## src/rtl/sct_pkg.sv

```systemverilog
// shared types and constants of the shell command tokenizer
`timescale 1ns / 1ps

package sct_pkg;

    // result kinds
    localparam logic [3:0] K_WCHAR = 4'd0;
    localparam logic [3:0] K_WEND  = 4'd1;
    localparam logic [3:0] K_IODIG = 4'd2;
    localparam logic [3:0] K_IOEND = 4'd3;
    localparam logic [3:0] K_PIPE  = 4'd4;
    localparam logic [3:0] K_BG    = 4'd5;
    localparam logic [3:0] K_SEMI  = 4'd6;
    localparam logic [3:0] K_RIN   = 4'd7;
    localparam logic [3:0] K_ROUT  = 4'd8;
    localparam logic [3:0] K_RAPP  = 4'd9;
    localparam logic [3:0] K_END   = 4'd10;
    localparam logic [3:0] K_ERR   = 4'd11;

    // characters the lexer reacts to
    localparam logic [7:0] C_PIPE = 8'h7C;
    localparam logic [7:0] C_AMP  = 8'h26;
    localparam logic [7:0] C_SEMI = 8'h3B;
    localparam logic [7:0] C_LT   = 8'h3C;
    localparam logic [7:0] C_GT   = 8'h3E;
    localparam logic [7:0] C_SQ   = 8'h27;
    localparam logic [7:0] C_DQ   = 8'h22;
    localparam logic [7:0] C_BS   = 8'h5C;
    localparam logic [7:0] C_HASH = 8'h23;
    localparam logic [7:0] C_NL   = 8'h0A;
    localparam logic [7:0] C_SP   = 8'h20;
    localparam logic [7:0] C_TAB  = 8'h09;
    localparam logic [7:0] C_VT   = 8'h0B;
    localparam logic [7:0] C_FF   = 8'h0C;
    localparam logic [7:0] C_CR   = 8'h0D;
    localparam logic [7:0] C_ZERO = 8'h30;
    localparam logic [7:0] C_NINE = 8'h39;
    localparam logic [3:0] DIGIT_HI = 4'h3;

    // what the decoder wants done after its step
    typedef enum logic [1:0] {
        ACT_DONE,
        ACT_REDO,
        ACT_REPLAY_WORD,
        ACT_REPLAY_IO
    } act_t;

    // source of a pushed result
    typedef enum logic [1:0] {
        SRC_DECODE,
        SRC_WDIGIT,
        SRC_IODIGIT,
        SRC_IOEND
    } src_t;

    typedef struct packed {
        logic [3:0] kind;
        logic [7:0] ch;
        logic       lit;
        logic       hl;
    } res_t;

    // controller to datapath
    typedef struct packed {
        logic load;
        logic apply;
        logic push;
        logic push_final;
        logic flush;
        src_t src;
        logic rep_adv;
    } cmd_t;

    // datapath to controller
    typedef struct packed {
        logic hold_v;
        logic out_free;
        logic dec_emit;
        act_t act;
        logic rep_last;
    } sts_t;

endpackage

```

## src/rtl/sct_if.sv

```systemverilog
// valid/ready channel interfaces for input characters and result tokens
`timescale 1ns / 1ps

interface sct_in_if;
    logic       valid;
    logic       ready;
    logic [7:0] char_in;
    logic       terminator;

    modport source (output valid, output char_in, output terminator, input ready);
    modport sink (input valid, input char_in, input terminator, output ready);
endinterface

interface sct_out_if;
    logic       valid;
    logic       ready;
    logic [3:0] kind;
    logic [7:0] char_out;
    logic       literal;
    logic       word_has_literal;
    logic       last;

    modport source (
        output valid, output kind, output char_out, output literal,
        output word_has_literal, output last, input ready
    );
    modport sink (
        input valid, input kind, input char_out, input literal,
        input word_has_literal, input last, output ready
    );
endinterface

```

## src/rtl/sct_ctrl.sv

```systemverilog
// sequencing controller of the tokenizer
`timescale 1ns / 1ps

module sct_ctrl
    import sct_pkg::*;
(
    input  logic clk,
    input  logic rst_n,
    input  logic in_valid,
    output logic in_ready,
    input  sts_t sts,
    output cmd_t cmd
);

    typedef enum logic [2:0] {
        S_IDLE,
        S_DISPATCH,
        S_REPLAY_W,
        S_REPLAY_IO,
        S_IOEND,
        S_FLUSH
    } state_t;

    state_t state_reg;
    state_t state_next;
    logic   ok_normal;

    // a plain push only needs the output when the hold stage is occupied
    assign ok_normal = !sts.hold_v || sts.out_free;
    assign in_ready  = (state_reg == S_IDLE);

    always_comb
    begin
        cmd        = '0;
        cmd.src    = SRC_DECODE;
        state_next = state_reg;
        unique case (state_reg)
            S_IDLE:
            begin
                if (in_valid)
                begin
                    cmd.load   = 1'b1;
                    state_next = S_DISPATCH;
                end
            end
            S_DISPATCH:
            begin
                unique case (sts.act)
                    ACT_DONE:
                    begin
                        if (!sts.dec_emit)
                        begin
                            cmd.apply  = 1'b1;
                            state_next = sts.hold_v ? S_FLUSH : S_IDLE;
                        end
                        else if (!sts.hold_v)
                        begin
                            if (sts.out_free)
                            begin
                                cmd.apply      = 1'b1;
                                cmd.push_final = 1'b1;
                                state_next     = S_IDLE;
                            end
                        end
                        else if (sts.out_free)
                        begin
                            cmd.apply  = 1'b1;
                            cmd.push   = 1'b1;
                            state_next = S_FLUSH;
                        end
                    end
                    ACT_REDO:
                    begin
                        if (!sts.dec_emit || ok_normal)
                        begin
                            cmd.apply = 1'b1;
                            cmd.push  = sts.dec_emit;
                        end
                    end
                    ACT_REPLAY_WORD:
                    begin
                        cmd.apply  = 1'b1;
                        state_next = S_REPLAY_W;
                    end
                    ACT_REPLAY_IO:
                    begin
                        cmd.apply  = 1'b1;
                        state_next = S_REPLAY_IO;
                    end
                endcase
            end
            S_REPLAY_W:
            begin
                if (ok_normal)
                begin
                    cmd.push    = 1'b1;
                    cmd.src     = SRC_WDIGIT;
                    cmd.rep_adv = 1'b1;
                    if (sts.rep_last)
                    begin
                        state_next = S_DISPATCH;
                    end
                end
            end
            S_REPLAY_IO:
            begin
                if (ok_normal)
                begin
                    cmd.push    = 1'b1;
                    cmd.src     = SRC_IODIGIT;
                    cmd.rep_adv = 1'b1;
                    if (sts.rep_last)
                    begin
                        state_next = S_IOEND;
                    end
                end
            end
            S_IOEND:
            begin
                if (ok_normal)
                begin
                    cmd.push   = 1'b1;
                    cmd.src    = SRC_IOEND;
                    state_next = S_DISPATCH;
                end
            end
            S_FLUSH:
            begin
                if (sts.out_free)
                begin
                    cmd.flush  = 1'b1;
                    state_next = S_IDLE;
                end
            end
            default:
            begin
                state_next = S_IDLE;
            end
        endcase
    end

    always_ff @(posedge clk or negedge rst_n)
    begin
        if (!rst_n)
        begin
            state_reg <= S_IDLE;
        end
        else
        begin
            state_reg <= state_next;
        end
    end

endmodule

```

## src/rtl/sct_datapath.sv

```systemverilog
// lexer state, decoder, digit buffer and result registers
`timescale 1ns / 1ps

module sct_datapath
    import sct_pkg::*;
#(
    parameter int DIGIT_DEPTH = 16
)
(
    input  logic clk,
    input  logic rst_n,
    input  logic [7:0] char_in,
    input  logic terminator,
    input  cmd_t cmd,
    output sts_t sts,
    sct_out_if.source out_ch
);

    localparam int CNT_W = $clog2(DIGIT_DEPTH + 1);
    localparam int IDX_W = (DIGIT_DEPTH > 1) ? $clog2(DIGIT_DEPTH) : 1;

    typedef enum logic [2:0] {
        PH_BETWEEN,
        PH_DIGITS,
        PH_WORD,
        PH_SINGLE,
        PH_DOUBLE,
        PH_ESCAPE,
        PH_GREATER,
        PH_DISCARD
    } phase_t;

    // captured transaction
    logic [7:0] char_reg;
    logic       term_reg;

    // lexer state
    phase_t             phase_reg, phase_next;
    logic               bnd_reg, bnd_next;
    logic               esc_reg, esc_next;
    logic               wls_reg, wls_next;
    logic [CNT_W-1:0]   count_reg, count_next;

    // digit buffer and replay
    logic [3:0]         mem [DIGIT_DEPTH];
    logic [3:0]         rd_reg;
    logic [CNT_W-1:0]   rep_idx_reg, rep_idx_next;
    logic [IDX_W-1:0]   rd_addr;
    logic               rep_last;
    logic               wr_en;
    logic [IDX_W-1:0]   wr_addr;

    // hold and output stages
    res_t hold_reg;
    logic hold_v_reg;
    res_t out_res_reg;
    logic out_last_reg;
    logic out_v_reg;

    // decoder outputs
    logic d_emit;
    res_t d_res;
    act_t d_act;
    logic wc_take;
    logic wc_wls;

    logic c_space, c_op, c_digit;
    logic [7:0] c;
    res_t new_res;
    logic out_free;
    logic out_load;

    assign c       = char_reg;
    assign c_space = !term_reg && (c == C_SP || c == C_TAB || c == C_NL || c == C_VT
                     || c == C_FF || c == C_CR);
    assign c_op    = !term_reg && (c == C_PIPE || c == C_AMP || c == C_SEMI || c == C_LT
                     || c == C_GT);
    assign c_digit = !term_reg && (c >= C_ZERO) && (c <= C_NINE);

    always_comb
    begin
        d_emit     = 1'b0;
        d_res      = '0;
        d_act      = ACT_DONE;
        phase_next = phase_reg;
        bnd_next   = bnd_reg;
        esc_next   = esc_reg;
        wls_next   = wls_reg;
        count_next = count_reg;
        wr_en      = 1'b0;
        wr_addr    = '0;
        wc_take    = 1'b0;
        wc_wls     = wls_reg;
        unique case (phase_reg)
            PH_BETWEEN:
            begin
                priority if (term_reg)
                begin
                    d_emit     = 1'b1;
                    d_res      = '{K_END, 8'h00, 1'b0, 1'b0};
                    phase_next = PH_BETWEEN;
                    bnd_next   = 1'b1;
                    esc_next   = 1'b0;
                    wls_next   = 1'b0;
                    count_next = '0;
                end
                else if (c_space)
                begin
                    if (c == C_NL)
                    begin
                        d_emit     = 1'b1;
                        d_res      = '{K_END, 8'h00, 1'b0, 1'b0};
                        phase_next = PH_DISCARD;
                    end
                    else
                    begin
                        bnd_next = 1'b1;
                    end
                end
                else if (c == C_HASH && bnd_reg)
                begin
                    // comment at a token start ends the line
                    d_emit     = 1'b1;
                    d_res      = '{K_END, 8'h00, 1'b0, 1'b0};
                    phase_next = PH_DISCARD;
                end
                else if (c_digit)
                begin
                    wr_en      = 1'b1;
                    wr_addr    = '0;
                    count_next = CNT_W'(1);
                    phase_next = PH_DIGITS;
                end
                else if (c == C_PIPE)
                begin
                    d_emit   = 1'b1;
                    d_res    = '{K_PIPE, 8'h00, 1'b0, 1'b0};
                    bnd_next = 1'b1;
                end
                else if (c == C_AMP)
                begin
                    d_emit   = 1'b1;
                    d_res    = '{K_BG, 8'h00, 1'b0, 1'b0};
                    bnd_next = 1'b1;
                end
                else if (c == C_SEMI)
                begin
                    d_emit   = 1'b1;
                    d_res    = '{K_SEMI, 8'h00, 1'b0, 1'b0};
                    bnd_next = 1'b1;
                end
                else if (c == C_LT)
                begin
                    d_emit   = 1'b1;
                    d_res    = '{K_RIN, 8'h00, 1'b0, 1'b0};
                    bnd_next = 1'b1;
                end
                else if (c == C_GT)
                begin
                    phase_next = PH_GREATER;
                end
                else
                begin
                    wc_take = 1'b1;
                    wc_wls  = 1'b0;
                end
            end
            PH_WORD:
            begin
                if (term_reg || c_space || c_op)
                begin
                    d_emit     = 1'b1;
                    d_res      = '{K_WEND, 8'h00, 1'b0, wls_reg};
                    wls_next   = 1'b0;
                    phase_next = PH_BETWEEN;
                    bnd_next   = 1'b0;
                    d_act      = ACT_REDO;
                end
                else
                begin
                    wc_take = 1'b1;
                    wc_wls  = wls_reg;
                end
            end
            PH_DIGITS:
            begin
                if (c_digit && (count_reg < CNT_W'(DIGIT_DEPTH)))
                begin
                    wr_en      = 1'b1;
                    wr_addr    = count_reg[IDX_W-1:0];
                    count_next = count_reg + CNT_W'(1);
                end
                else if (!term_reg && (c == C_LT || c == C_GT))
                begin
                    d_act      = ACT_REPLAY_IO;
                    phase_next = PH_BETWEEN;
                    bnd_next   = 1'b0;
                end
                else
                begin
                    // full buffer or any other character: the run is a word
                    d_act      = ACT_REPLAY_WORD;
                    phase_next = PH_WORD;
                    wls_next   = 1'b0;
                end
            end
            PH_SINGLE:
            begin
                priority if (term_reg)
                begin
                    d_emit     = 1'b1;
                    d_res      = '{K_ERR, 8'h00, 1'b0, 1'b0};
                    phase_next = PH_BETWEEN;
                    bnd_next   = 1'b1;
                    esc_next   = 1'b0;
                    wls_next   = 1'b0;
                    count_next = '0;
                end
                else if (c == C_SQ)
                begin
                    phase_next = PH_WORD;
                end
                else
                begin
                    d_emit   = 1'b1;
                    d_res    = '{K_WCHAR, c, 1'b1, 1'b0};
                    wls_next = 1'b1;
                end
            end
            PH_DOUBLE:
            begin
                priority if (term_reg)
                begin
                    d_emit     = 1'b1;
                    d_res      = '{K_ERR, 8'h00, 1'b0, 1'b0};
                    phase_next = PH_BETWEEN;
                    bnd_next   = 1'b1;
                    esc_next   = 1'b0;
                    wls_next   = 1'b0;
                    count_next = '0;
                end
                else if (c == C_DQ)
                begin
                    phase_next = PH_WORD;
                end
                else if (c == C_BS)
                begin
                    esc_next   = 1'b1;
                    phase_next = PH_ESCAPE;
                end
                else
                begin
                    d_emit = 1'b1;
                    d_res  = '{K_WCHAR, c, 1'b0, 1'b0};
                end
            end
            PH_ESCAPE:
            begin
                if (term_reg)
                begin
                    d_emit     = 1'b1;
                    d_res      = '{K_ERR, 8'h00, 1'b0, 1'b0};
                    phase_next = PH_BETWEEN;
                    bnd_next   = 1'b1;
                    esc_next   = 1'b0;
                    wls_next   = 1'b0;
                    count_next = '0;
                end
                else
                begin
                    phase_next = esc_reg ? PH_DOUBLE : PH_WORD;
                    esc_next   = 1'b0;
                    // backslash-newline is a line continuation
                    if (c != C_NL)
                    begin
                        d_emit   = 1'b1;
                        d_res    = '{K_WCHAR, c, 1'b1, 1'b0};
                        wls_next = 1'b1;
                    end
                end
            end
            PH_GREATER:
            begin
                phase_next = PH_BETWEEN;
                bnd_next   = 1'b1;
                d_emit     = 1'b1;
                if (!term_reg && c == C_GT)
                begin
                    d_res = '{K_RAPP, 8'h00, 1'b0, 1'b0};
                end
                else
                begin
                    d_res = '{K_ROUT, 8'h00, 1'b0, 1'b0};
                    d_act = ACT_REDO;
                end
            end
            PH_DISCARD:
            begin
                if (term_reg)
                begin
                    phase_next = PH_BETWEEN;
                    bnd_next   = 1'b1;
                    esc_next   = 1'b0;
                    wls_next   = 1'b0;
                    count_next = '0;
                end
            end
        endcase

        // ordinary word character, shared by a word start and a word body
        if (wc_take)
        begin
            phase_next = PH_WORD;
            wls_next   = wc_wls;
            priority if (c == C_SQ)
            begin
                phase_next = PH_SINGLE;
            end
            else if (c == C_DQ)
            begin
                phase_next = PH_DOUBLE;
            end
            else if (c == C_BS)
            begin
                esc_next   = 1'b0;
                phase_next = PH_ESCAPE;
            end
            else if (c == C_HASH)
            begin
                d_emit   = 1'b1;
                d_res    = '{K_WCHAR, c, 1'b1, 1'b0};
                wls_next = 1'b1;
            end
            else
            begin
                d_emit = 1'b1;
                d_res  = '{K_WCHAR, c, 1'b0, 1'b0};
            end
        end
    end

    // replay pointer; the read stage always shows the entry at the pointer
    assign rep_last = ((rep_idx_reg + CNT_W'(1)) == count_reg);

    always_comb
    begin
        rep_idx_next = rep_idx_reg;
        if (cmd.rep_adv)
        begin
            rep_idx_next = rep_last ? '0 : (rep_idx_reg + CNT_W'(1));
        end
    end

    assign rd_addr = rep_idx_next[IDX_W-1:0];

    always_comb
    begin
        unique case (cmd.src)
            SRC_DECODE:  new_res = d_res;
            SRC_WDIGIT:  new_res = '{K_WCHAR, {DIGIT_HI, rd_reg}, 1'b0, 1'b0};
            SRC_IODIGIT: new_res = '{K_IODIG, {DIGIT_HI, rd_reg}, 1'b0, 1'b0};
            SRC_IOEND:   new_res = '{K_IOEND, 8'h00, 1'b0, 1'b0};
            default:     new_res = d_res;
        endcase
    end

    assign out_free = !out_v_reg || out_ch.ready;
    assign out_load = cmd.push_final || cmd.flush || (cmd.push && hold_v_reg);

    always_ff @(posedge clk)
    begin
        if (wr_en)
        begin
            mem[wr_addr] <= c[3:0];
        end
        rd_reg <= mem[rd_addr];
    end

    always_ff @(posedge clk)
    begin
        if (cmd.load)
        begin
            char_reg <= char_in;
            term_reg <= terminator;
        end
        if (cmd.push)
        begin
            hold_reg <= new_res;
        end
        if (cmd.push_final)
        begin
            out_res_reg  <= new_res;
            out_last_reg <= 1'b1;
        end
        else if (out_load)
        begin
            out_res_reg  <= hold_reg;
            out_last_reg <= cmd.flush;
        end
    end

    always_ff @(posedge clk or negedge rst_n)
    begin
        if (!rst_n)
        begin
            phase_reg   <= PH_BETWEEN;
            bnd_reg     <= 1'b1;
            esc_reg     <= 1'b0;
            wls_reg     <= 1'b0;
            count_reg   <= '0;
            rep_idx_reg <= '0;
            hold_v_reg  <= 1'b0;
            out_v_reg   <= 1'b0;
        end
        else
        begin
            if (cmd.apply)
            begin
                phase_reg <= phase_next;
                bnd_reg   <= bnd_next;
                esc_reg   <= esc_next;
                wls_reg   <= wls_next;
                count_reg <= count_next;
            end
            else if (cmd.rep_adv && rep_last)
            begin
                count_reg <= '0;
            end
            rep_idx_reg <= rep_idx_next;
            if (cmd.push)
            begin
                hold_v_reg <= 1'b1;
            end
            else if (cmd.flush)
            begin
                hold_v_reg <= 1'b0;
            end
            if (out_load)
            begin
                out_v_reg <= 1'b1;
            end
            else if (out_ch.ready)
            begin
                out_v_reg <= 1'b0;
            end
        end
    end

    assign sts.hold_v   = hold_v_reg;
    assign sts.out_free = out_free;
    assign sts.dec_emit = d_emit;
    assign sts.act      = d_act;
    assign sts.rep_last = rep_last;

    assign out_ch.valid            = out_v_reg;
    assign out_ch.kind             = out_res_reg.kind;
    assign out_ch.char_out         = out_res_reg.ch;
    assign out_ch.literal          = out_res_reg.lit;
    assign out_ch.word_has_literal = out_res_reg.hl;
    assign out_ch.last             = out_last_reg;

endmodule

```

## src/rtl/shell_command_tokenizer.sv

```systemverilog
// top level of the shell command tokenizer
// usage:
//   in_ch carries one command-line byte per transaction (char_in), or a
//   transaction with terminator set that closes the input string
//   out_ch carries the tokens: word characters with their literal mark, word
//   ends with the has-literal flag, io digits and io end, operators, end of
//   line and parse error; last marks the final result of the input transaction
// sequencing:
//   an input byte is decoded in the cycle after its transaction; a lone result
//   goes straight to the output register when the hold stage is empty, else
//   each result passes through the hold stage, and the final result is
//   released from the hold stage by a flush
//   a buffered digit run (up to DIGIT_DEPTH digits) is replayed one digit per
//   cycle unless a full hold stage waits on the output; io digits get an io end
// reset:
//   rst_n clears the lexer to "between tokens" and empties both stages; only
//   digit entries written in the current run are ever read
// stalls:
//   a new transaction is taken while a finished result waits in the output
//   register; results stop in the hold stage until the output register is free
`timescale 1ns / 1ps

module shell_command_tokenizer
    import sct_pkg::*;
#(
    parameter int DIGIT_DEPTH = 16
)
(
    input  logic clk,
    input  logic rst_n,
    sct_in_if.sink    in_ch,
    sct_out_if.source out_ch
);

    cmd_t cmd;
    sts_t sts;

    // sequencer: accepts a transaction, steps the decoder, drives replay
    sct_ctrl u_ctrl (
        .clk      (clk),
        .rst_n    (rst_n),
        .in_valid (in_ch.valid),
        .in_ready (in_ch.ready),
        .sts      (sts),
        .cmd      (cmd)
    );

    // lexer state, digit buffer, hold stage and output register
    sct_datapath #(
        .DIGIT_DEPTH (DIGIT_DEPTH)
    ) u_datapath (
        .clk        (clk),
        .rst_n      (rst_n),
        .char_in    (in_ch.char_in),
        .terminator (in_ch.terminator),
        .cmd        (cmd),
        .sts        (sts),
        .out_ch     (out_ch)
    );

endmodule
```

## src/flat_wrapper.sv

```systemverilog
// flat-port wrapper written by rule: the top's interface ports become plain ports
module shell_command_tokenizer_flat import sct_pkg::*;
#(
    parameter int DIGIT_DEPTH = 16
)
  (clk, rst_n, in_ch_valid, in_ch_char_in, in_ch_terminator, in_ch_ready, out_ch_valid, out_ch_kind, out_ch_char_out, out_ch_literal, out_ch_word_has_literal, out_ch_last, out_ch_ready);
  sct_in_if in_ch_i ();
  sct_out_if out_ch_i ();
  input  logic clk;
  input  logic rst_n;
  input wire logic [$bits(in_ch_i.valid)-1:0] in_ch_valid;
  input wire logic [$bits(in_ch_i.char_in)-1:0] in_ch_char_in;
  input wire logic [$bits(in_ch_i.terminator)-1:0] in_ch_terminator;
  output wire logic [$bits(in_ch_i.ready)-1:0] in_ch_ready;
  output wire logic [$bits(out_ch_i.valid)-1:0] out_ch_valid;
  output wire logic [$bits(out_ch_i.kind)-1:0] out_ch_kind;
  output wire logic [$bits(out_ch_i.char_out)-1:0] out_ch_char_out;
  output wire logic [$bits(out_ch_i.literal)-1:0] out_ch_literal;
  output wire logic [$bits(out_ch_i.word_has_literal)-1:0] out_ch_word_has_literal;
  output wire logic [$bits(out_ch_i.last)-1:0] out_ch_last;
  input wire logic [$bits(out_ch_i.ready)-1:0] out_ch_ready;
  assign in_ch_i.valid = in_ch_valid;
  assign in_ch_i.char_in = in_ch_char_in;
  assign in_ch_i.terminator = in_ch_terminator;
  assign in_ch_ready = in_ch_i.ready;
  assign out_ch_valid = out_ch_i.valid;
  assign out_ch_kind = out_ch_i.kind;
  assign out_ch_char_out = out_ch_i.char_out;
  assign out_ch_literal = out_ch_i.literal;
  assign out_ch_word_has_literal = out_ch_i.word_has_literal;
  assign out_ch_last = out_ch_i.last;
  assign out_ch_i.ready = out_ch_ready;
  shell_command_tokenizer #(.DIGIT_DEPTH(DIGIT_DEPTH)) u_core (.clk(clk), .rst_n(rst_n), .in_ch(in_ch_i), .out_ch(out_ch_i));
endmodule
```

## config.mk

```make
export PLATFORM = sky130hd
export DESIGN_NAME = shell_command_tokenizer_flat
export DESIGN_NICKNAME = d
export VERILOG_FILES = /design/src/rtl/sct_pkg.sv /design/src/rtl/sct_if.sv /design/src/rtl/sct_ctrl.sv /design/src/rtl/sct_datapath.sv /design/src/rtl/shell_command_tokenizer.sv /design/src/flat_wrapper.sv
export SDC_FILE = /design/constraint.sdc
export NUM_CORES = 1
export LEC_CHECK = 0
export BUFFER_PORTS_ARGS = -buffer_cell sky130_fd_sc_hd__buf_2
export CORE_UTILIZATION = 25
export CTS_CLUSTER_DIAMETER = 50
export DETAILED_ROUTE_END_ITERATION = 10
export PLACE_DENSITY = 0.36
export SLEW_MARGIN = 0
export SYNTH_ARGS = -nofsm -noshare
export SYNTH_HDL_FRONTEND = slang
export SYNTH_SLANG_ARGS = --single-unit
export TNS_END_PERCENT = 100
```

## constraint.sdc

```tcl
create_clock -name clk -period 4.45 [get_ports clk]
set_clock_uncertainty 0.1 [all_clocks]
set_input_delay 0.445 -clock clk [delete_from_list [all_inputs] [get_ports clk]]
set_output_delay 0.445 -clock clk [all_outputs]
set_load 0.01 [all_outputs]
```

* Yosys cells after proc, flatten, opt, wreduce, memory -nomap -nowiden
Memory sizes are Yosys's and may differ from the RTL's. A register that Yosys moved wholly into a read port is not among the register bits. Index checks and enable logic that the tools add are counted.
Storage, ports and cells: bits of input ports 13, logic and storage cells 347, memories kept 1, output and inout port bits 17, bits in writable memories 64, bits in registers 59
Memories:
- u_core.u_datapath.mem | words 16, bits a word 4, rd ports 1, clocked after Yosys merged registers in 1, wr ports 1, RTL line sct_datapath.sv:45 | logic [3:0] mem [DIGIT_DEPTH];
Cells by class: multiplexer cells 198, eq/ne operators 72, magnitude comparators 3, $add $sub $neg 2, reduce and logical (&&, ||, !) cells 50
Operators with widths (count):
- $mux W14 | 13
- $mux W3 | 36
- $mux W1 | 100
- $pmux W14 S6 | 1
- $mux W13 | 5
- $eq A8 B6 Y1 const B | 8
- $pmux W14 S4 | 1
- $mux W5 | 9
- $ne A7 B7 Y1 const B | 6
- $eq A8 B4 Y1 const B | 5
- $mux W10 | 4
- $ne A4 B4 Y1 const B | 10
- $pmux W3 S8 | 1
- $mux W11 | 2
- $eq A3 B3 Y1 const B | 6
- $ne A2 B2 Y1 const B | 9
- $ne A3 B3 Y1 const B | 6
- $pmux W3 S6 | 1
- $logic_or A1 B1 Y1 | 17
- $eq A8 B7 Y1 const B | 2
- $mux W2 | 8
- $reduce_and A8 Y1 | 2
- $ne A5 B5 Y1 const B | 3
- $pmux W5 S3 | 1
- other kinds (32) | 69

* Depth between registers and ports, before layout
Gate-level depths: netlist (run 1).
depth in word-level cells 24, depth in mapped cells 11, mapped depth without buffers 10

* By module
A second synthesis (run 1) with hierarchy kept.
Unflattened totals: cells, all modules 735, area, all modules 7322.0 um^2
By module, submodules not included:
- sct_datapath | times used 1, area an instance 6925.4 um^2, sequential area each 3584.7 um^2, cells each 683
- sct_ctrl | times used 1, area an instance 396.6 um^2, sequential area each 75.1 um^2, cells each 52

* Worst setup path after synthesis (run 1)
No wires, ideal clock.
path kind flip-flop to flip-flop, start reg u_core.u_datapath.char_reg[3] (netlist: u_core.u_datapath.c[3]), end reg u_core.u_datapath.hold_reg[0] (netlist name) (enable), cell stages (with the launch flop) 9, path buffers 1, library setup time 390 ps, path slack 1148 ps, period minus slack after synthesis 3302 ps, arrival time 2811 ps, data required time 3960 ps, cells stage by stage edfxtp_1 > buf_2 > nand4_1 > o32a_1 > nand4_1 > nor4_2 > a211o_1 > nand2_1 > o22ai_1
RTL lines:
- from (decl) | RTL line sct_datapath.sv:34 | logic [7:0] char_reg;
- from (signal assigned) | RTL line sct_datapath.sv:383 | char_reg <= char_in;
- to (signal assigned) | RTL line sct_datapath.sv:388 | hold_reg <= new_res;
- to (decl) | RTL line sct_datapath.sv:54 | res_t hold_reg;

* Final worst setup path (run 1)
start reg u_core.u_datapath.char_reg[1] (netlist: u_core.u_datapath.c[1]), end reg u_core.u_datapath.out_res_reg (netlist bit u_core.u_datapath.out_ch.char_out[3]) (enable)
Between the ends: word-level cells in the longest chain between the ends 23, elaborated cells on any way between the ends 90, those cells by class 2 x order compare; 17 x eq/ne; 44 x mux; 27 x reduce/logical
RTL lines:
- branches (longest 22 deep; another with $eq A8 B6 Y1)
- $reduce_bool A2 Y1 (no source line) *
- to (signal assigned) | RTL line sct_datapath.sv:392 | out_res_reg <= new_res;
- to (signal assigned) | RTL line sct_datapath.sv:397 | out_res_reg <= hold_reg;
- to (decl) | RTL line sct_datapath.sv:56 | res_t out_res_reg;
Mark *: on every way between the ends. A chain may end at the register's enable or synchronous reset.

==> impl_results.md, run 1 <==
* Status: finished, final reports clean
* Wl on met1 at 10700 microns
* Overall Global Routing Usage at between 10% and 20%
* IO Port Bufs at 29
* Final setup fails at 0
* CP arrival at approximately 4 ns
* Cells after Synth at a little under 700
* Largest driver fanout on the critical path at 17
* Synth unique cells at 82
* CTS tree: built
* Peak VDD IR at 0.251 mV
* Post-route minimum period at between 4 and 5 ns
* Synth Flop Type: edfxtp_1
* Post-DP Area at ~7700 sq um
* Final Hold Viols at 0
* Yosys reg bits at about 130
* Final Max Tran Viols at 0
* Total CTS buffers at 17
* EDFF count, synth at 101
* Max-cap violation count at 0
* Grt ovf at 0
* ANT cells at 0
* Area Overhead vs Synth at 16.5%
* Met3 wire len at approximately 1000 microns
* RSZ-0062 raised after global routing: no
* # resized after CTS at 0
* Worst path buffer plus inverter count at 1
* Leading area contributor after synthesis: edfxtp_1
* Fin crit share at between 90% and 100%
* Hold Path Class: input port to flip-flop
* XOR/XNOR share of the synthesized area at less than 1%
* Largest net degree at the start of global routing at 39
* Fin nets at just over 700
* Largest family of logic cells by synthesized area: simple AND/OR/NAND/NOR gates
* Via Count at 5648
* Syn_nets at between 600 and 700
* Compound-Gate Fraction of Synth Area at a little under a fifth
* Clock root cell: clkbuf_16
* Top cells by area, synth: edfxtp_1 43%, dfrtp_1 7.0%, nand2_1 3.3%
* GP Congestion at about 0.85
* Kind of cell adding the most delay to the critical path: simple AND/OR/NAND/NOR gates
* Worst setup path category: flip-flop to flip-flop
* Cell Area, Synth at 7120 sq um
* Largest register FFs at 64
* DRC viols at 0
* Critical path's largest stage delay at a little under 0.7 ns
* Slew headroom at between 30 and 40%
* Skew-Pair Late Insertion Delay at about 0.43 ns
* Static Leakage at between 2 and 3 nW
* Post-synthesis simple-gate area fraction at ~19%
* Die ar. at 29200 sq um
* Wire length per cell at 20.1 microns
* First-pass GRT wire length at between 30000 and 40000 microns
* Fmax at around 240 MHz
* Worst Setup Start Kind: flip-flop
* Final core utilization at 29.7%
* Post-synthesis sequential area ratio at between 50% and 60%
* Vias in the first global route at around 5600
* Die Y at around 170 microns
* Clock Path Buffers at 2
* Pwr Density at 684 nW/um^2
* # clock sinks at between 100 and 150
* Mux contribution to synthesized area at ~5.5%
* CTS H-tree lvls at 4
* Share of cells above drive strength 1 at 14.8%
* Initial Util at 25.5%
* Fin area at ~8300 sq um
* Pre-antenna DRT Iters at 5
* Critical path required time at ~4.5 ns
* CP Cell Sequence: nand4bb_1 -> o32a_1 -> nand4_1 -> nor4_2 -> a211o_1 -> and3_1 -> nor2_1 -> nand2b_1 -> buf_4
* DR iter-0 viols at ~560
* TNS Setup at 0 ns
* Slowest-stage cell, CP: edfxtp_1
* Synthesis Warnings at 0
* Post-synth ARST share at approximately 17%
* ANT nets after route at 0
* Top cell type's share of synthesized area at a little over two fifths
* Rows at 61
* Highest Signal Layer: met4
* Detailed placement HPWL at ~16000 microns
* DIE WIDTH at about 170 microns
* CTS clk-pin slew, worst paths at ~0.060 ns
* Avg Cell Area, Syn at 10.5 sq um
* Met2 WL at between 9000 and 10000 microns
* Core Box Area at 27900 sq um
* Num ports at 30
* DRT Wirelength at between 20000 and 25000 microns
* Vias per cell at between 5 and 6
* CP Capture Type: flip-flop
* Worst slew pin tran at 1.02 ns
* Initial antenna violation count at 0
* Adder-cell area share of the yosys netlist at under 10%
cells in the mapped netlist (all sizes together) (7+ instances only):
cell type and count:
a211oi 17, nor2b 14, mux2 17, a31oi 8, a21oi 29, nand2b 12
inv 21, nand2 63, o21ai 31, o211ai 7, a211o 10, dfrtp 20
and3 10, and2 8, clkbuf 29, o32ai 7, mux2i 20, nor3 19
a21boi 8, nor2 56, nand3 33, a32o 7, buf 14, edfxtp 101
routing by layer:
| layer | global-route usage, % | vias up |
|---|---|---|
| li1 | - | 2658 |
| met1 | 22.2 | 2799 |
| met2 | 24.3 | 164 |
| met3 | 3.10 | 27 |
| met4 | 4.97 | 0 |
| met5 | 0 | - |
stage by stage:
| step | cells | setup WS (ns) | power, mW | hold slack (ns) |
|---|---|---|---|---|
| after global routing | 1099 | 0.0614 | 6.04 | 0.0793 |
| after detailed placement | 1066 | 0.420 | 4.36 | 0.375 |
| after global placement | 1066 | 0.501 | 4.36 | 0.375 |
| final | 1099 | 0.357 | 5.67 | 0.0971 |
| after floorplan | 679 | 1.15 | 3.47 | 0.0494 |
| after CTS | 1099 | 0.373 | 5.73 | 0.0821 |
report_power, final:
part           switching [mW]  internal (mW)  total, mW  leakage (nW)
combinational            1.61          0.868       2.48          1.48
sequential              0.184           1.66       1.84          1.24
clock                   0.576          0.779       1.35         0.277
layout by cell type (no fill, tap or decap), types with 7 or more instances in the layout:
cell type and count:
a21boi_0 7, clkbuf_16 17, buf_2 29, o211ai_1 7
dfrtp_1 20, and3_1 10, buf_4 23, nor3_1 18
inv_1 21, edfxtp_1 101, nor2b_1 14, a211o_1 10
mux2_1 9, a31oi_1 8, o32ai_1 7, a211oi_1 17
nor2_1 55, mux2i_1 20, mux2_2 8, a21oi_1 27
o21ai_0 26, a32o_1 7, nand2b_1 12, and2_1 8
nand2_1 63, nand3_1 33
cell families (layout without fill, tap and decap cells):
kind of cell / count (synthesis) / after routing
compound gates: 179 / 179
mux: 37 / 37
flops: 127 / 127
simple gates: 260 / 260
fa+ha+maj: 6 / 6
xor+xnor: 6 / 6
buf+inv: 64 / 106
worst paths after layout:
check / endpoint / startpoint / slack, ns / cells past startpoint
min in group asynchronous: u_core.u_datapath.phase_reg[2] / rst_n / 0.44 / 2
min: u_core.u_datapath.c[5] / in_ch_char_in[5] / 0.1 / 1
max reg2reg: u_core.u_datapath.out_ch.char_out[3] / u_core.u_datapath.c[1] / 0.36 / 9
max: u_core.u_datapath.out_ch.char_out[3] / u_core.u_datapath.c[1] / 0.36 / 9
min reg2reg: u_core.u_datapath.bnd_reg / u_core.u_datapath.bnd_reg / 0.37 / 2
max in group asynchronous: u_core.u_datapath.hold_v_reg / rst_n / 3.41 / 2
cell type report:
| type | count | area [sq um] |
|---|---|---|
| clock inverters | 14 | 134 |
| repair buffers | 53 | 328 |
| clock buffers | 18 | 429 |
| fillers | 2943 | 19600 |
| flip-flops and latches | 127 | 3660 |
| multi-input cells | 488 | 3190 |
| well taps | 378 | 473 |
| inverters | 21 | 78.8 |
repair_timing:
item	4_1_cts	5_1_grt
buffers inserted	0	0
endpoints found under the hold margin	20	0
hold buffers	1	0
Power figures use the tool's default switching activity.
==> run 2: changes to the inputs <==
- PLACE_DENSITY: 0.36 -> 0.37
- clock period: 4.45 -> 3.4 ns (I/O delays scaled with it)
==> run 2 against run 1 <==
  * Sequential power is 29% higher
  * Combinational power is 44% higher
  * Maximum frequency is 21% higher
  * Clock-buffer cell count stayed put
  * Largest cell class unchanged
  * Sequential cell count stayed put
  * Global-route usage is 0.35 points lower
==> impl_results.md, run 2 (synthesis results as in run 1) <==
* Status: finished, final reports clean
* Num ports at 30 (unchanged)
* Peak VDD IR at 0.286 mV (+14%)
* Largest driver fanout on the critical path at 6 (-11)
* Total CTS buffers at 17 (unchanged)
* CTS H-tree lvls at 4 (unchanged)
* Pre-antenna DRT Iters at 5 (unchanged)
* Final Hold Viols at 0 (unchanged)
* Initial antenna violation count at 0 (unchanged)
* Max-cap violation count at 0 (unchanged)
* Fin area at 8880 sq um (+7.0%)
* Die Y at 171 microns (unchanged)
* Vias per cell at 5.10 (-0.77%)
* Clock root cell: clkbuf_16
* Via Count at 5936 (+5.1%)
* CTS tree: built
* Largest net degree at the start of global routing at 39 (unchanged)
* IO Port Bufs at 29 (unchanged)
* Fin cells at 1164 (+5.9%)
* Final core utilization at 31.8% (+2.1 points)
* Final setup fails at 0 (unchanged)
* Slowest-stage cell, CP: or4b_1
* Static Leakage at 3.34 nW (+11%)
* Fin crit share at 99.7% (+7.7 points)
* First-pass GRT wire length at 33700 microns (-0.75%)
* CP Capture Type: flip-flop
* Pwr Density at 873 nW/um^2 (+28%)
* ANT cells at 0 (unchanged)
* Worst slew pin tran at 0.939 ns (-0.0803 ns)
* Met1 Use GR at 20.6% (-1.7 points)
* Skew-Pair Late Insertion Delay at 0.43 ns (about the same)
* Grt ovf at 0 (unchanged)
* Fin nets at 792 (+8.9%)
* Overall Global Routing Usage at 15.5% (-0.35 points)
* Share of cells above drive strength 1 at 21.2% (+6.4 points)
* Critical path required time at 3.47 ns (-0.99 ns)
* Core Box Area at 27900 sq um (unchanged)
* DRC viols at 0 (unchanged)
* # clock sinks at 127 (unchanged)
* Vias in the first global route at 5842 (+3.5%)
* Detailed placement HPWL at 16100 microns (+0.62%)
* Total power at 7.75 mW (+37%)
* Die ar. at 29200 sq um (unchanged)
* Worst Setup Start Kind: flip-flop
* Post-route minimum period at 3.39 ns (-0.703 ns)
* DR iter-0 viols at 496 (-12%)
* DIE WIDTH at 171 microns (unchanged)
* Leading cell types in the layout, fill and taps excluded: 101 x edfxtp_1, 76 x buf_4, 63 x nand2_1
* Initial Util at 25.5% (unchanged)
* Rows at 61 (unchanged)
* Largest register FFs at 64 (unchanged)
* Worst setup path category: flip-flop to flip-flop
* Slew headroom at 37.4% (+5.4 points)
* Critical path's largest stage delay at 0.55 ns (-0.13 ns)
* CP arrival at 3.46 ns (-0.64 ns)
* Post-DP Area at 8050 sq um (+4.3%)
* GR Util met3 at 3.24% (+0.14 points)
* Clock Path Buffers at 2 (unchanged)
* Hold Path Class: input port to flip-flop
* Wire length per cell at 18.9 microns (-6.0%)
* Most common cell after layout, fill and taps aside: edfxtp_1
* CTS clk-pin slew, worst paths at 0.06 ns (about the same)
* Area Overhead vs Synth at 24.6%
* GP Congestion at 0.908 (+6.7%)
* Global route hottest layer: met2
* M2 GR Usage at 24.9% (+0.53 points)
* Fmax at 295 MHz (+21%)
* DRT Wirelength at 22000 microns (-0.48%)
* ANT nets after route at 0 (unchanged)
* TNS Setup at 0 ns (unchanged)
* Placed cell count at 1107 (+3.8%)
* Final Max Tran Viols at 0 (unchanged)
* CP Cell Sequence: or4b_1 -> a211o_1 -> and2_4 -> o211ai_1 -> and3b_2 -> a222oi_1 -> o22ai_1 -> mux2_4
[run 2: cell types whose count changed in the layout (fill, tap and decap cells not counted), sizes merged]
cell,before,now
bufinv,1,2
inv,26,23
dlygate4sd3,1,10
buf,52,108
clkinvlp,1,0
clkinv,7,10
[run 2: worst paths after layout]
path                                                from                          endpoint  slack, ns  cells past startpoint
min in group asynchronous                          rst_n    u_core.u_datapath.phase_reg[1]       0.33                      2
min reg2reg                u_core.u_datapath.out_ch.last     u_core.u_datapath.out_ch.last       0.37                      2
min                                         out_ch_ready        u_core.u_ctrl.state_reg[0]       0.17                      4
max reg2reg                       u_core.u_datapath.c[1]  u_core.u_datapath.out_ch.kind[0]       0.01                      8
max in group asynchronous                          rst_n    u_core.u_datapath.count_reg[2]       2.47                      2
max                               u_core.u_datapath.c[1]  u_core.u_datapath.out_ch.kind[0]       0.01                      8
[run 2: what timing repair did]
item                                   4_1_cts  5_1_grt
gates resized for setup                      1       11
endpoints found under the hold margin       29        0
setup endpoints to repair                    1       19
hold buffers                                10        0
buffers inserted                             3       12
pin swaps                                    1        8
[run 2: per-layer routing]
layer  vias up  wire (microns)
met1      2932           10300
li1       2783               -
met3        26            1040
met5         -               0
met4         0             402
met2       195           10200
[run 2: area by class of cell]
class / instances / area [sq um]
timing repair buffer: 118 / 867
clock buffer: 18 / 429
sequential: 127 / 3660
clock inverter: 14 / 141
tap: 378 / 473
multi-input combinational: 488 / 3230
inverter: 21 / 78.8
fill: 2888 / 19100
[run 2: worst max-delay path: cells and delay by family, from the launching register on]
| family | cells | cell delay, ns |
|---|---|---|
| AO/OA/AOI/OAI | 4 | 1.29 |
| flip-flops | 1 | 0.47 |
| AND/OR/NAND/NOR | 3 | 1.00 |
| multiplexers | 1 | 0.29 |
[run 2: where the power goes]
part,internal [mW],switching [mW],leakage (nW)
Clock,1.08,0.728,0.279
Combinational,1.41,2.16,1.81
Sequential,2.17,0.207,1.24
[run 2: per-stage QoR]
step	worst slack (ns)	hold WS (ns)
2_1_floorplan	0.0984	-0.0556
3_3_place_gp	-0.0356	0.283
3_5_place_dp	0.0206	0.284
4_1_cts	0.0292	0.152
5_1_grt	-0.0789	0.200
6_report	0.0102	0.170
==> run 3: changes to the inputs <==
- CELL_PAD_IN_SITES_DETAIL_PLACEMENT: unset -> 0
- CELL_PAD_IN_SITES_GLOBAL_PLACEMENT: unset -> 1
- CTS_BUF_LIST: unset -> sky130_fd_sc_hd__clkbuf_16
- PLACE_DENSITY: 0.37 -> 0.45
- SYNTH_HIERARCHICAL: unset -> 1
==> run 3 against run 2 <==
  * The run now ends with negative setup slack left
  * Sequential share of layout area down 3.9 points
  * First-iteration DRC count down 3.8%
  * Via count up 7.9%
  * Critical endpoint is now u_core/u_datapath/out_ch.char_out[4]
  * Combinational power up 13%
  * Cell area up 10%
  * Non-clock buffer count up 48
  * Total power up 7.0%
  * Maximum frequency down 6.2%
  * Core utilization up 2.2 points
==> impl_results.md, run 3 <==
* Status: complete, but fails checks
* Failing checks: negative setup slack
* Fmax at 277 MHz (-6.2%)
* Overall Global Routing Usage at 16.0% (+0.50 points)
* Cell Area, Synth at 7320 sq um (+2.8%)
* Clock share of power at 22.7% (-0.6 points)
* RSZ-0062 raised after global routing: yes
* Pre-antenna DRT Iters at 5 (unchanged)
* Cells after Synth at 735 (+8.2%)
* Die ar. at 30000 sq um (+2.8%)
* Compound-Gate Fraction of Synth Area at 21.7% (+3.5 points)
* Via Count at 6402 (+7.9%)
* Post-synthesis sequential area ratio at 50.0% (-1.4 points)
* First-pass GRT wire length at 36600 microns (+8.4%)
* Top cells by area, synth: edfxtp_1 41%, dfrtp_1 6.8%, o21ai_0 4.6%
* Worst setup path category: flip-flop to flip-flop
* # clock sinks at 127 (unchanged)
* Top cell type's share of synthesized area at 41.4% (-1.2 points)
* CTS clk-pin slew, worst paths at 0.06 ns (about the same)
* Post-synth top cells: 101 x edfxtp_1, 68 x o21ai_0, 63 x nand2_1
* IO Port Bufs at 29 (unchanged)
* Final Max Tran Viols at 0 (unchanged)
* Switch share at 38.2% (-1.7 points)
* Pwr Density at 847 nW/um^2 (-3.0%)
* ANT cells at 0 (unchanged)
* Vias in the first global route at 6237 (+6.8%)
* Net Switching at 3.17 mW (+2.4%)
* Die Y at 173 microns (+1.4%)
* Grt ovf at 0 (unchanged)
* Total CTS buffers at 17 (unchanged)
* Post-route minimum period at 3.61 ns (+0.223 ns)
* Most numerous cell in the Yosys netlist: edfxtp_1
* Post-synth ARST share at 16.5% (unchanged)
* Fin nets at 885 (+12%)
* Num ports at 30 (unchanged)
* Final setup fails at 56 (+56)
* ANT nets after route at 0 (unchanged)
* Largest net degree at the start of global routing at 40 (+2.6%)
* Synth Flop Type: edfxtp_1
* Skew-Pair Late Insertion Delay at 0.42 ns (about the same)
* Worst slew pin tran at 1.18 ns (+0.238 ns)
* Post-synthesis simple-gate area fraction at 16.6% (-2.7 points)
* Critical path required time at 3.47 ns (about the same)
* Mux contribution to synthesized area at 4.58% (-0.92 points)
* CTS H-tree lvls at 4 (unchanged)
* DRT Wirelength at 24200 microns (+10%)
* EDFF count, synth at 101 (unchanged)
* Share of cells above drive strength 1 at 30.5% (+9.2 points)
* Final Hold Viols at 0 (unchanged)
* Hold Path Class: input port to flip-flop
* Hold Worst Slack at 0.299 ns (+0.129 ns)
* DIE WIDTH at 173 microns (+1.4%)
* Initial antenna violation count at 0 (unchanged)
* Largest register FFs at 64 (unchanged)
* XOR/XNOR share of the synthesized area at 1.08% (+0.34 points)
* Largest family of logic cells by synthesized area: compound AO/OA/AOI/OAI gates
* Final core utilization at 34.0% (+2.2 points)
* Clock root cell: clkbuf_16
* Synthesis Warnings at 6 (+6)
* CP arrival at 3.69 ns (+0.23 ns)
* DRC viols at 0 (unchanged)
* Clock Path Buffers at 2 (unchanged)
* Wire length per cell at 19.1 microns (+1.4%)
* Most common cell after layout, fill and taps aside: buf_4
* Avg Cell Area, Syn at 9.96 sq um (-5.0%)
* Initial Util at 25.4% (-0.054 points)
* Area Overhead vs Synth at 33.7%
* Adder-cell area share of the yosys netlist at 1.03% (-0.029 points)
* Slew headroom at 21.4% (-16 points)
* Max-cap violation count at 0 (unchanged)
* Sequential Power Share at 28.5% (-2.2 points)
* Syn_nets at 754 (+8.0%)
* Leading area contributor after synthesis: edfxtp_1
* Fin crit share at 106% (+6.5 points)
* Vias per cell at 5.07 (-0.60%)
* Detailed placement HPWL at 16900 microns (+5.3%)
* CP Capture Type: flip-flop
* Leading cell types in the layout, fill and taps excluded: 109 x buf_4, 101 x edfxtp_1, 58 x nand2_1, 58 x o21ai_0, 46 x nor2_1
* Largest driver fanout on the critical path at 4 (-2)
* GP Congestion at 0.834 (-8.2%)
* Yosys reg bits at 127 (unchanged)
* DR iter-0 viols at 477 (-3.8%)
* Comb pwr share at 48.8% (+2.8 points)
* Rows at 62 (+1.6%)
* Int Pwr at 5.13 mW (+10%)
* Peak VDD IR at 0.357 mV (+25%)
* Core Box Area at 28800 sq um (+3.0%)
* Worst Setup Start Kind: flip-flop
* Static Leakage at 3.68 nW (+10%)
* Worst setup margin at -0.212 ns (-0.223 ns)
* CTS tree: built
* Synth unique cells at 77 (-6.1%)
run 3: worst paths after layout:
kind                                                    start  cells after the start  slack (ns)                                   end
max in group asynchronous                               rst_n                      2        2.45             u_core/u_datapath/esc_reg
worst min register to register  u_core/u_datapath/out_ch.last                      2        0.38         u_core/u_datapath/out_ch.last
worst max-delay path                   u_core/u_datapath/c[3]                     16       -0.21  u_core/u_datapath/out_ch.char_out[4]
worst max register to register         u_core/u_datapath/c[3]                     16       -0.21  u_core/u_datapath/out_ch.char_out[4]
min in group asynchronous                               rst_n                      2        0.34        u_core/u_datapath/out_ch.valid
worst min-delay path                             out_ch_ready                      4        0.30        u_core/u_datapath/out_ch.valid
run 3: what timing repair did:
item	CTS	global route
resized for setup	37	40
endpoints found under the setup margin	58	67
pin swaps	4	14
hold buffers	10	0
setup buffers	16	8
gates cloned	2	2
endpoints found under the hold margin	29	0
run 3: worst max-delay path, stage by stage, from the launching register on:
cell and delay, ns:
edfxtp_1 0.46, or4b_1 0.49, a21o_1 0.19, a2111oi_4 0.27
buf_4 0.20, buf_6 0.10, nand2_2 0.04, o21ai_2 0.14
a211oi_2 0.08, a21oi_2 0.12, or3_4 0.16, buf_4 0.11
nand2_4 0.04, nor4_4 0.15, buf_6 0.17, mux2_4 0.31
a31o_4 0.20
run 3: layout make-up:
type                            count  area [sq um]
Timing Repair Buffer              166          1310
Clock inverter                     13           134
Sequential cell                   127          3660
Fill cell                        2922         19000
Inverter                           34           128
Clock buffer                       19           475
Tap cell                          384           480
Multi-Input combinational cell    520          3600
run 3: power by group through the flow:
stage / clock (mW) / combinational (mW) / sequential (mW)
6_report: 1.88 / 4.04 / 2.36
5_1_grt: 2.00 / 4.38 / 2.41
4_1_cts: 1.93 / 3.69 / 2.36
3_5_place_dp: 0 / 3.36 / 2.39
3_3_place_gp: 0 / 3.36 / 2.39
2_1_floorplan: 0 / 2.15 / 2.34
run 3: cells by family (layout without fill, tap and decap cells):
| kind of cell | after synthesis | after routing |
|---|---|---|
| xor+xnor | 9 | 9 |
| flops | 127 | 127 |
| compound gates | 234 | 234 |
| fa+ha+maj | 6 | 6 |
| buf+inv | 89 | 232 |
| simple gates | 238 | 239 |
| mux | 32 | 32 |
run 3: layer usage:
metal,global-route usage [%],vias to the layer above,wire (microns)
li1,-,3044,-
met1,23.1,3195,12100
met2,24.1,140,10800
met3,3.14,23,984
met4,4.46,0,301
met5,0,-,0
run 3: through the flow:
step | power, mW | cells | cell area, sq um | TNS, ns | setup WS, ns
CTS | 7.98 | 1253 | 9540 | -3.30 | -0.122
global placement | 5.75 | 1193 | 8560 | -11.15 | -0.267
floorplan | 4.49 | 735 | 7390 | -13.57 | -0.413
finish | 8.29 | 1263 | 9790 | -6.72 | -0.212
global route | 8.78 | 1263 | 9790 | -14.26 | -0.308
detailed placement | 5.75 | 1193 | 8560 | -10.55 | -0.256
